File: config.mk
export PLATFORM = sky130hd
export DESIGN_NAME = ocv_soc_estimate_with_check_top
export DESIGN_NICKNAME = d
export VERILOG_FILES = /design/src/ocvs_pkg.sv /design/src/ocvs_curve.sv /design/src/ocvs_check.sv /design/src/ocv_soc_estimate_with_check_top.sv
export SDC_FILE = /design/constraint.sdc
export NUM_CORES = 1
export LEC_CHECK = 0
export BUFFER_PORTS_ARGS = -buffer_cell sky130_fd_sc_hd__buf_2
export CAP_MARGIN = 0
export CORE_MARGIN = 2
export CORE_UTILIZATION = 41
export CTS_BUF_LIST = sky130_fd_sc_hd__clkbuf_4 sky130_fd_sc_hd__clkbuf_8 sky130_fd_sc_hd__clkbuf_16
export CTS_CLUSTER_DIAMETER = 50
export DETAILED_ROUTE_END_ITERATION = 10
export PLACE_DENSITY = 0.58
export SLEW_MARGIN = 20
export SYNTH_ARGS = -nofsm -noshare
export SYNTH_HDL_FRONTEND = slang
export SYNTH_HIERARCHICAL = 1
export SYNTH_SLANG_ARGS = --single-unit
File: constraint.sdc
create_clock -name i_clk -period 12.35 [get_ports i_clk]
set_input_delay 2.47 -clock i_clk [delete_from_list [all_inputs] [get_ports i_clk]]
set_output_delay 2.47 -clock i_clk [all_outputs]
set_load 0.1 [all_outputs]
File: src/ocvs_pkg.sv
// shared types, curve table and register codes for the ocv state-of-charge estimator
package ocvs_pkg;

    localparam int CURVE_POINTS = 12;
    localparam int SEG_W        = 4;
    localparam int MV_W         = 16;
    localparam int PCT_W        = 7;
    localparam int OFS_W        = 8;   // widest segment spans 150 mv
    localparam int RECIP_W      = 16;
    localparam int RECIP_SHIFT  = 16;
    localparam int PROD_W       = OFS_W + RECIP_W;

    localparam logic [PCT_W-1:0] PCT_FULL = 7'd100;

    // open-circuit curve points, highest voltage first
    localparam logic [MV_W-1:0] CURVE_MV [CURVE_POINTS] = '{
        16'd4200, 16'd4100, 16'd4000, 16'd3930, 16'd3860, 16'd3800,
        16'd3750, 16'd3710, 16'd3670, 16'd3600, 16'd3450, 16'd3300
    };
    localparam logic [PCT_W-1:0] CURVE_PCT [CURVE_POINTS] = '{
        7'd100, 7'd90, 7'd80, 7'd70, 7'd60, 7'd50,
        7'd40, 7'd30, 7'd20, 7'd10, 7'd5, 7'd0
    };

    // per segment: ceil(2^16 / (mv span / pct step)); the divisors are 10, 7, 6, 5, 4 and 30
    // and the offsets stay small enough that the scaled product floors exactly
    localparam logic [RECIP_W-1:0] SEG_RECIP [CURVE_POINTS] = '{
        16'd0,     16'd6554,  16'd6554,  16'd9363,  16'd9363,  16'd10923,
        16'd13108, 16'd16384, 16'd16384, 16'd9363,  16'd2185,  16'd2185
    };

    // register map, word index of paddr
    localparam int REG_IDX_W = 3;
    localparam logic [REG_IDX_W-1:0] REG_NO_BATTERY_MV   = 3'd0;
    localparam logic [REG_IDX_W-1:0] REG_LOW_DESYNC_MV   = 3'd1;
    localparam logic [REG_IDX_W-1:0] REG_LOW_DESYNC_PCT  = 3'd2;
    localparam logic [REG_IDX_W-1:0] REG_HIGH_DESYNC_MV  = 3'd3;
    localparam logic [REG_IDX_W-1:0] REG_HIGH_DESYNC_PCT = 3'd4;

    localparam logic [MV_W-1:0]  RST_NO_BATTERY_MV   = 16'd3000;
    localparam logic [MV_W-1:0]  RST_LOW_DESYNC_MV   = 16'd3900;
    localparam logic [PCT_W-1:0] RST_LOW_DESYNC_PCT  = 7'd10;
    localparam logic [MV_W-1:0]  RST_HIGH_DESYNC_MV  = 16'd3500;
    localparam logic [PCT_W-1:0] RST_HIGH_DESYNC_PCT = 7'd90;

    typedef struct packed {
        logic [MV_W-1:0]  no_battery_mv;
        logic [MV_W-1:0]  low_desync_mv;
        logic [PCT_W-1:0] low_desync_pct;
        logic [MV_W-1:0]  high_desync_mv;
        logic [PCT_W-1:0] high_desync_pct;
    } t_ocvs_cfg;

endpackage

File: src/ocvs_curve.sv
// piecewise linear voltage to state-of-charge lookup
module ocvs_curve (
    input  logic [ocvs_pkg::MV_W-1:0]  i_mv,
    output logic [ocvs_pkg::PCT_W-1:0] o_pct
);
    import ocvs_pkg::*;

    logic [SEG_W-1:0]   seg;
    logic [MV_W-1:0]    diff;
    logic [OFS_W-1:0]   ofs;
    logic [PROD_W-1:0]  prod;
    logic [PCT_W-1:0]   step;

    // lowest point index whose voltage is at or below the sample
    always_comb begin
        seg = '0;
        for (int k = CURVE_POINTS - 1; k >= 1; k--) begin
            if (i_mv >= CURVE_MV[k]) begin
                seg = SEG_W'(k);
            end
        end
    end

    assign diff = i_mv - CURVE_MV[seg];
    assign ofs  = diff[OFS_W-1:0];
    assign prod = PROD_W'(ofs) * PROD_W'(SEG_RECIP[seg]);
    assign step = prod[RECIP_SHIFT +: PCT_W];

    always_comb begin
        priority if (i_mv >= CURVE_MV[0]) begin
            o_pct = PCT_FULL;
        end else if (i_mv < CURVE_MV[CURVE_POINTS-1]) begin
            o_pct = '0;
        end else begin
            o_pct = CURVE_PCT[seg] + step;
        end
    end

endmodule

File: src/ocvs_check.sv
// plausibility check of the reported charge against the voltage
module ocvs_check (
    input  ocvs_pkg::t_ocvs_cfg         i_cfg,
    input  logic [ocvs_pkg::MV_W-1:0]  i_mv,
    input  logic [ocvs_pkg::PCT_W-1:0] i_rep,
    input  logic [ocvs_pkg::PCT_W-1:0] i_curve,
    output logic                       o_plausible,
    output logic [ocvs_pkg::PCT_W-1:0] o_chosen
);
    import ocvs_pkg::*;

    logic [PCT_W-1:0] rep_clamped;
    logic             low_desync;
    logic             high_desync;

    assign rep_clamped = (i_rep > PCT_FULL) ? PCT_FULL : i_rep;
    assign low_desync  = (i_mv >= i_cfg.low_desync_mv) && (rep_clamped <= i_cfg.low_desync_pct);
    assign high_desync = (i_mv <= i_cfg.high_desync_mv)
                         && (rep_clamped >= i_cfg.high_desync_pct);

    assign o_plausible = (i_mv < i_cfg.no_battery_mv) || !(low_desync || high_desync);
    assign o_chosen    = o_plausible ? rep_clamped : i_curve;

endmodule

File: src/ocv_soc_estimate_with_check_top.sv
// top level of the ocv state-of-charge estimator with plausibility check
// usage
//   slave stream s_axis: one beat per sample, voltage in mv and the gauge's
//   reported charge in percent (values above 100 are clamped to 100)
//   master stream m_axis: one beat per sample, curve charge, plausible flag
//   and the chosen charge (reported if plausible, else the curve value)
//   apb port: five threshold registers at byte addresses 0, 4, 8, 12, 16;
//   writes land on the access cycle, pready is tied high, reads return the value
// timing
//   two register stages: input register, then result register; a beat moves
//   from the input register to the result register once that is free and is
//   offered on m_axis from there; one beat per cycle sustained while m_axis_tready
//   is high, set by the single-pass curve lookup and check between the two stages
//   (one 8 by 16 multiply for the segment reciprocal)
// reset
//   synchronous active-low; both stages empty, registers back to their
//   defaults (3000, 3900, 10, 3500, 90)
// stall
//   when m_axis_tready is low the result register holds; the input register
//   takes one more beat if empty, after which s_axis_tready drops until space frees
module ocv_soc_estimate_with_check_top (
    input  logic        i_clk,
    input  logic        i_rst_n,
    // sample stream in
    input  logic        s_axis_tvalid,
    output logic        s_axis_tready,
    input  logic [23:0] s_axis_tdata,   // [15:0] batt_mv, [22:16] reported_pct, [23] zero
    // result stream out
    output logic        m_axis_tvalid,
    input  logic        m_axis_tready,
    output logic [15:0] m_axis_tdata,   // [6:0] curve_pct, [7] plausible, [14:8] chosen_pct, [15] zero
    // register port
    input  logic        psel,
    input  logic        penable,
    input  logic        pwrite,
    input  logic [4:0]  paddr,
    input  logic [31:0] pwdata,
    output logic [31:0] prdata,
    output logic        pready
);
    import ocvs_pkg::*;

    t_ocvs_cfg r_cfg;

    logic             r_in_valid;
    logic [MV_W-1:0]  r_in_mv;
    logic [PCT_W-1:0] r_in_rep;

    logic             r_out_valid;
    logic [PCT_W-1:0] r_out_curve;
    logic             r_out_plausible;
    logic [PCT_W-1:0] r_out_chosen;

    logic             out_ready;
    logic             in_ready;
    logic [REG_IDX_W-1:0] reg_idx;
    logic             cfg_wr;

    logic [PCT_W-1:0] curve_pct;
    logic             plausible;
    logic [PCT_W-1:0] chosen_pct;

    // ---------------- register port ----------------
    assign pready  = 1'b1;
    assign reg_idx = paddr[4:2];
    assign cfg_wr  = psel && penable && pwrite;

    always_ff @(posedge i_clk) begin
        if (!i_rst_n) begin
            r_cfg.no_battery_mv   <= RST_NO_BATTERY_MV;
            r_cfg.low_desync_mv   <= RST_LOW_DESYNC_MV;
            r_cfg.low_desync_pct  <= RST_LOW_DESYNC_PCT;
            r_cfg.high_desync_mv  <= RST_HIGH_DESYNC_MV;
            r_cfg.high_desync_pct <= RST_HIGH_DESYNC_PCT;
        end else if (cfg_wr) begin
            unique case (reg_idx)
                REG_NO_BATTERY_MV:   r_cfg.no_battery_mv   <= pwdata[MV_W-1:0];
                REG_LOW_DESYNC_MV:   r_cfg.low_desync_mv   <= pwdata[MV_W-1:0];
                REG_LOW_DESYNC_PCT:  r_cfg.low_desync_pct  <= pwdata[PCT_W-1:0];
                REG_HIGH_DESYNC_MV:  r_cfg.high_desync_mv  <= pwdata[MV_W-1:0];
                REG_HIGH_DESYNC_PCT: r_cfg.high_desync_pct <= pwdata[PCT_W-1:0];
                default: ;  // unmapped words ignore the write
            endcase
        end
    end

    always_comb begin
        unique case (reg_idx)
            REG_NO_BATTERY_MV:   prdata = 32'(r_cfg.no_battery_mv);
            REG_LOW_DESYNC_MV:   prdata = 32'(r_cfg.low_desync_mv);
            REG_LOW_DESYNC_PCT:  prdata = 32'(r_cfg.low_desync_pct);
            REG_HIGH_DESYNC_MV:  prdata = 32'(r_cfg.high_desync_mv);
            REG_HIGH_DESYNC_PCT: prdata = 32'(r_cfg.high_desync_pct);
            default:             prdata = '0;
        endcase
    end

    // ---------------- pipeline handshake ----------------
    // each stage loads when it is empty or its contents move on this edge
    assign out_ready     = !r_out_valid || m_axis_tready;
    assign in_ready      = !r_in_valid || out_ready;
    assign s_axis_tready = in_ready;

    // input register
    always_ff @(posedge i_clk) begin
        if (!i_rst_n) begin
            r_in_valid <= 1'b0;
        end else if (in_ready) begin
            r_in_valid <= s_axis_tvalid;
        end
    end

    always_ff @(posedge i_clk) begin
        if (s_axis_tvalid && in_ready) begin
            r_in_mv  <= s_axis_tdata[15:0];
            r_in_rep <= s_axis_tdata[22:16];
        end
    end

    // ---------------- single-pass work ----------------
    ocvs_curve u_curve (
        .i_mv  (r_in_mv),
        .o_pct (curve_pct)
    );

    ocvs_check u_check (
        .i_cfg       (r_cfg),
        .i_mv        (r_in_mv),
        .i_rep       (r_in_rep),
        .i_curve     (curve_pct),
        .o_plausible (plausible),
        .o_chosen    (chosen_pct)
    );

    // result register
    always_ff @(posedge i_clk) begin
        if (!i_rst_n) begin
            r_out_valid <= 1'b0;
        end else if (out_ready) begin
            r_out_valid <= r_in_valid;
        end
    end

    always_ff @(posedge i_clk) begin
        if (r_in_valid && out_ready) begin
            r_out_curve     <= curve_pct;
            r_out_plausible <= plausible;
            r_out_chosen    <= chosen_pct;
        end
    end

    assign m_axis_tvalid = r_out_valid;
    assign m_axis_tdata  = {1'b0, r_out_chosen, r_out_plausible, r_out_curve};

endmodule

==> results of run 1 <==
## power by group through the flow
stage	clock, uW	combinational (uW)	sequential (uW)
after floorplan	0	856	404
after global placement	0	1110	384
after detailed placement	0	1130	384
after CTS	290	1140	376
after global routing	305	1290	378
final	284	1120	376
## routing by layer
layer / share of wire (%) / vias to the layer above / wire (um)
met5: 0 / - / 0
met4: 1.7 / 0 / 461
met3: 3.4 / 23 / 907
met2: 50 / 188 / 13300
met1: 45 / 3988 / 11800
li1: - / 4070 / -
## how the worst max path moves through the flow
stage,startpoint,to,slack (ns),cells past startpoint
5_1_grt,r_in_mv[15],r_out_chosen[6],0.07,48
4_1_cts,r_in_mv[3],r_out_chosen[6],0.93,48
3_5_place_dp,r_in_mv[3],r_out_chosen[6],0.96,48
6_report,r_in_mv[3],r_out_chosen[6],0.98,48
3_3_place_gp,r_in_mv[3],r_out_chosen[6],1.08,41
2_1_floorplan,r_in_mv[3],r_out_chosen[6],2.45,44
## cells by family after synthesis
family                   Yosys count  synth area share (%)
AO/OA/AOI/OAI                    198                  13.1
buffers and inverters            258                  10.7
adder cells (fa/ha/maj)          196                  28.1
multiplexers                      67                  6.67
AND/OR/NAND/NOR                  341                  16.9
flip-flops                       102                  22.8
XOR/XNOR                          20                  1.65
other                              2                0.0707
## Yosys cell counts, types with 16 or more instances
cell      instances  area (sq um)
inv_1           195           732
ha_1            124          1550
nor2_1           87           327
nand2_1          81           304
fa_1             71          1420
dfxtp_1          64          1280
mux2i_1          55           551
a21oi_1          49           245
edfxtp_1         38          1140
o21ai_0          32           160
o211ai_1         27           203
or2_2            27           169
nor2b_1          26           163
buf_4            25           188
nand3_1          21           105
clkbuf_1         16          60.1
## worst max-delay path, delay by kind of cell (launching register included)
family	cells	cell delay [ns]
flip-flops	1	0.61
buffers and inverters	6	0.59
AO/OA/AOI/OAI	16	2.82
AND/OR/NAND/NOR	12	2.46
XOR/XNOR	4	0.59
multiplexers	1	0.29
adder cells (fa/ha/maj)	9	3.75
## cells in the final DEF, fill, tap and decap left out, drive strengths merged, types with 38 or more instances in the layout
| cell type | instances |
|---|---|
| fa | 71 |
| nand2 | 85 |
| o21ai | 38 |
| inv | 198 |
| edfxtp | 38 |
| ha | 124 |
| buf | 93 |
| dfxtp | 64 |
| mux2i | 55 |
| nor2 | 89 |
| a21oi | 50 |
## through the flow
| stage | hold WS [ns] | total power, uW |
|---|---|---|
| floorplan | 0.445 | 1260 |
| global placement | 0.460 | 1500 |
| detailed placement | 0.469 | 1520 |
| CTS | 0.480 | 1810 |
| global route | 0.496 | 1970 |
| finish | 0.479 | 1780 |
## sequential cells by signal, summed over array words and instances (netlist names)
register	cells
m_axis_tvalid	1
r_cfg	62
r_in_mv	16
r_in_rep	7
r_in_valid	1
r_out_chosen	7
r_out_curve	7
r_out_plausible	1
## cell type report
cell class                      count  area, sq um  area share [%]
Clock inverter                      7         67.6           0.589
Clock buffer                        9          225            1.96
Multi-Input combinational cell    840         7120            62.0
Antenna cell                        1         2.50          0.0218
Sequential cell                   102         2420            21.1
Tap cell                          330          413            3.60
Inverter                          195          732            6.38
Timing Repair Buffer               93          495            4.32
==> run metrics, run 1 <==
Nets between 1.5k and 2k; Vias/cell between 5 and 6; All-Layer GR Usage between 15 and 20%; Finished Layout Cells ~1.6k; top_reg_cell synth dfxtp_1; Worst setup EP type flip-flop; global route total overflow 0; Std-Cell Rows just under 60; DP Worst Slack 0.963 ns; grt met1 use between 20% and 30%; Async S/R FF share, synth 0%; FMAX 0.0879 GHz; Tmin final 11.37 ns; post-synthesis sequential area ratio between 20% and 30%; reg-to-reg slack, setup roughly 0.98 ns; clock buffer depth 2; CP most frequent cell fa_1; Post-CTS Setup Bufs 0; Hold Crit Start r_cfg[45]; Reg2Reg Depth 48; Core ar. 25300 sq um; Hold Crit Class reg -> reg; Crit Path Max Fanout 12; LEAKAGE roughly 0.0055 uW; 1st-pass router iterations 4; synthesized cell area ~11000 sq um; pin count of the biggest net entering global routing 83; Power Internal 970 uW; starting density of the core roughly two fifths; Synth cell types 86; CTS tree done; switching part of the total ~45%; setup TNS 0 ns; Die X 165 um; clock slew at reported path FFs about 0.080 ns; RR Endpoint r_out_chosen[6]; DRC Markers 0; port buffer count just over 80; R2R Path Start r_in_mv[3]; Post-synth EDFFs 38; post-synthesis instance total roughly 1.2k; VDD IR max ~0.00020 V; CP max stage delay 0.61 ns; Avg Cell Area, Syn around 9.0 sq um; root buffer cell clkbuf_16; vias in the first global route between 8k and 9k; First DRT Iteration DRCs 432; Die Y roughly 160 um; Req. time, crit path around 12 ns; Yosys warnings 6; initial antenna violation count 1; IO Pins between 100 and 150; Hold EP r_cfg[45]; post-layout instance area 11500 sq um; register share of total power a little over a fifth; worst-margin pin slew 0.864 ns; Final Core Density 45.3%; met3 usage under 10%; first-pass GRT wire length approximately 43 mm; # setup viols final 0; Max Cap Viol 0; layout cells sized above 1 between 10% and 20%; Tcrit/Tclk final approximately 92%; post-placement cell count between 1.5k and 2k; Die Area roughly 27000 sq um; FF+latch count, synth 102; Worst-Skew Late Latency roughly 0.35 ns; H-tree levels 3; met2 Use GR between 30% and 40%; RSZ-0062 raised after global routing false; Syn-to-layout area delta 8.11%; wire per inst approximately 17 um; Top Usage Layer GRT met2; Relative slew margins 42.3%; Layout Skew 0.00742 ns; max-slew violation count 0; WS Path Type reg -> reg; Vias 8269; clock sink total 102; routability cong. ~0.88; Post-Route WL roughly 26 mm; post-route ant nets 0; critical path's slowest cell edfxtp_1; Num CTS Buffers 9; Hold Fails Final Rpt 0; fill count ~2.5k; data arrival time of the worst path between 10 and 15 ns; Clk pwr share between 15 and 20%; Comb pwr share 62.9%; Net Switching about 810 uW; Worst setup SP type flip-flop; Post-DP HPWL between 20 and 25 mm; Post-DP Area ~11000 sq um; Hold-fix buffers, CTS 0; pwr/cell area ~150 nW/um^2; final setup margin between 0.9 and 1 ns; hold depth 2; status complete, no violations; post-cts repair resize count 0
(Power assumes the default switching activity.)
==> run 2: changes to the inputs <==
--- a/config.mk
+++ b/config.mk
@@ -12,6 +12,7 @@
 export CTS_BUF_LIST = sky130_fd_sc_hd__clkbuf_4 sky130_fd_sc_hd__clkbuf_8 sky130_fd_sc_hd__clkbuf_16
 export CTS_CLUSTER_DIAMETER = 50
 export DETAILED_ROUTE_END_ITERATION = 10
+export GPL_TIMING_DRIVEN = 0
 export PLACE_DENSITY = 0.58
 export SLEW_MARGIN = 20
 export SYNTH_ARGS = -nofsm -noshare
==> run 2 against run 1 <==
  * Register-to-register slack about the same
  * Global-route usage up 1.6 points
  * Worst hold slack better by 0.00075 ns
  * Wire length grew 7.8%
  * Sequential cell count stayed put
  * Sequential power barely moved
  * Die area stayed put
  * Largest power group unchanged
  * Highest routed layer unchanged
==> run metrics, run 2 (synthesis results as in run 1) <==
status complete, no violations; Post-DP HPWL 23.2 mm (+11%); Layout Skew 0.0104 ns (+0.00299 ns); Top Usage Layer GRT met2; layout cells sized above 1 17.1% (+2.0 points); Nets 1554 (+3.3%); Hold Fails Final Rpt 0 (unchanged); hold depth 2 (unchanged); worst-margin pin slew 0.768 ns (-0.0962 ns); IO Pins 119 (unchanged); Hold Slack 0.480 ns (+0.000745 ns); CP max stage delay 0.66 ns (+0.05 ns); Reg2Reg Depth 46 (-4.2%); post-placement cell count 1610 (+3.2%); Die Y 165 um (unchanged); register bank with the most flops r_cfg; Finished Layout Cells 1627 (+3.2%); Req. time, crit path 12.46 ns (about the same); commonest non-fill, non-tap cells in the layout 195 x inv_1, 124 x ha_1, 94 x buf_2; LEAKAGE 0.00576 uW (+4.1%); Final Core Density 46.7% (+1.4 points); reg-to-reg slack, setup 0.97 ns (about the same); clock buffer depth 2 (unchanged); FMAX 0.0879 GHz (about the same); All-Layer GR Usage 21.6% (+1.6 points); Post-Route WL 28.5 mm (+7.8%); RSZ-0062 raised after global routing false; setup TNS 0 ns (unchanged); Worst setup EP type flip-flop; CTS tree done; first-pass GRT wire length 45.2 mm (+5.8%); Post-CTS Setup Bufs 0 (unchanged); Num CTS Buffers 9 (unchanged); Crit Path Max Fanout 10 (-2); initial antenna violation count 1 (unchanged); pwr/cell area 154 nW/um^2 (-0.41%); # setup viols final 0 (unchanged); Crit. path cell count 46 (-4.2%); root buffer cell clkbuf_16; met3 usage 1.53% (+0.050 points); WS Path Type reg -> reg; post-layout instance area 11800 sq um (+3.0%); number of flip-flops in the largest register 62 (unchanged); Core ar. 25300 sq um (unchanged); routability cong. 0.904 (+2.4%); Hold-fix buffers, CTS 0 (unchanged); data arrival time of the worst path 11.49 ns (about the same); Hold Crit Class reg -> reg; biggest regs r_cfg (62), r_in_mv (16); Max Cap Viol 0 (unchanged); Worst Path Buf+Inv 4 (-2); critical path's top delay family adder cells; Worst-Skew Late Latency 0.35 ns (about the same); Std-Cell Rows 58 (unchanged); Vias/cell 5.23 (-0.19%); pin count of the biggest net entering global routing 24 (-71%); Die X 165 um (unchanged); critical path's slowest cell nor4_2; clock sink total 102 (unchanged); met2 Use GR 38.2% (+2.9 points); VDD IR max 0.000127 V (-35%); clock slew at reported path FFs 0.08 ns (about the same); most common library cell in the layout ignoring fill and taps inv_1; global route total overflow 0 (unchanged); Post-DP Area 11500 sq um (+2.8%); Tcrit/Tclk final 92.2% (about the same); post-route ant nets 0 (unchanged); wire per inst 17.5 um (+4.5%); H-tree levels 3 (unchanged); port buffer count 80 (-1.2%); CP most frequent cell fa_1; Syn-to-layout area delta 11.4%; DRC Markers 0 (unchanged); 1st-pass router iterations 5 (+1); Worst setup SP type flip-flop; Relative slew margins 48.6% (+6.2 points); starting density of the core 41.9% (unchanged); grt met1 use 27.5% (+0.92 points); Vias 8515 (+3.0%); Tmin final 11.38 ns (+0.00870 ns); max-slew violation count 0 (unchanged); First DRT Iteration DRCs 493 (+14%); Die Area 27200 sq um (unchanged); vias in the first global route 8543 (+6.2%)
## run 2: path summary, 6_finish.rpt
path / start / to
max reg2reg: r_in_mv[15] / r_out_chosen[6]
min reg2reg: r_cfg[36] / r_cfg[36]
max: r_in_mv[15] / r_out_chosen[6]
min: r_cfg[36] / r_cfg[36]
## run 2: stage by stage
step / total power (uW) / worst slack, ns
6_report: 1820 / 0.968
5_1_grt: 2020 / 0.115
4_1_cts: 1840 / 0.764
3_5_place_dp: 1520 / 0.796
3_3_place_gp: 1500 / 0.866
2_1_floorplan: 1260 / 2.45
## run 2: report_power, final
group / switching (uW) / internal [uW] / total [uW] / leakage [uW]
clock: 134 / 175 / 309 / 0.000164
combinational: 670 / 469 / 1140 / 0.00472
sequential: 12.9 / 362 / 375 / 0.000872
total: 817 / 1010 / 1820 / 0.00576
## run 2: worst reg2reg max path, delay by kind of cell (launching register included)
family / cells / cell delay [ns]
xor gates and xnor gates: 4 / 0.73
AOI/OAI and AO/OA: 15 / 2.71
and+or+nand+nor: 13 / 2.77
adders and majority gates: 9 / 3.67
DFF: 1 / 0.52
buffers and inverters: 4 / 0.45
muxes: 1 / 0.30
## run 2: final cells by class
class,instances,area [sq um]
Antenna cell,1,2.50
Fill cell,2469,13500
Buffer,63,409
Clock buffer,10,239
Multi-Input combinational cell,840,7120
Sequential cell,102,2420
Inverter,195,732
Timing Repair Buffer,80,400
Clock inverter,6,82.6
Tap cell,330,413
## run 2: layer usage
layer	wire length, um	vias to the layer above
met5	0	-
met4	804	0
met3	969	40
met2	14400	220
met1	12300	4076
li1	-	4179
## run 2: repair_timing
| item | in CTS | in global routing |
|---|---|---|
| resized for setup | 0 | 1 |
| setup endpoints to repair | 0 | 1 |
| endpoints found under the hold margin | 0 | 0 |
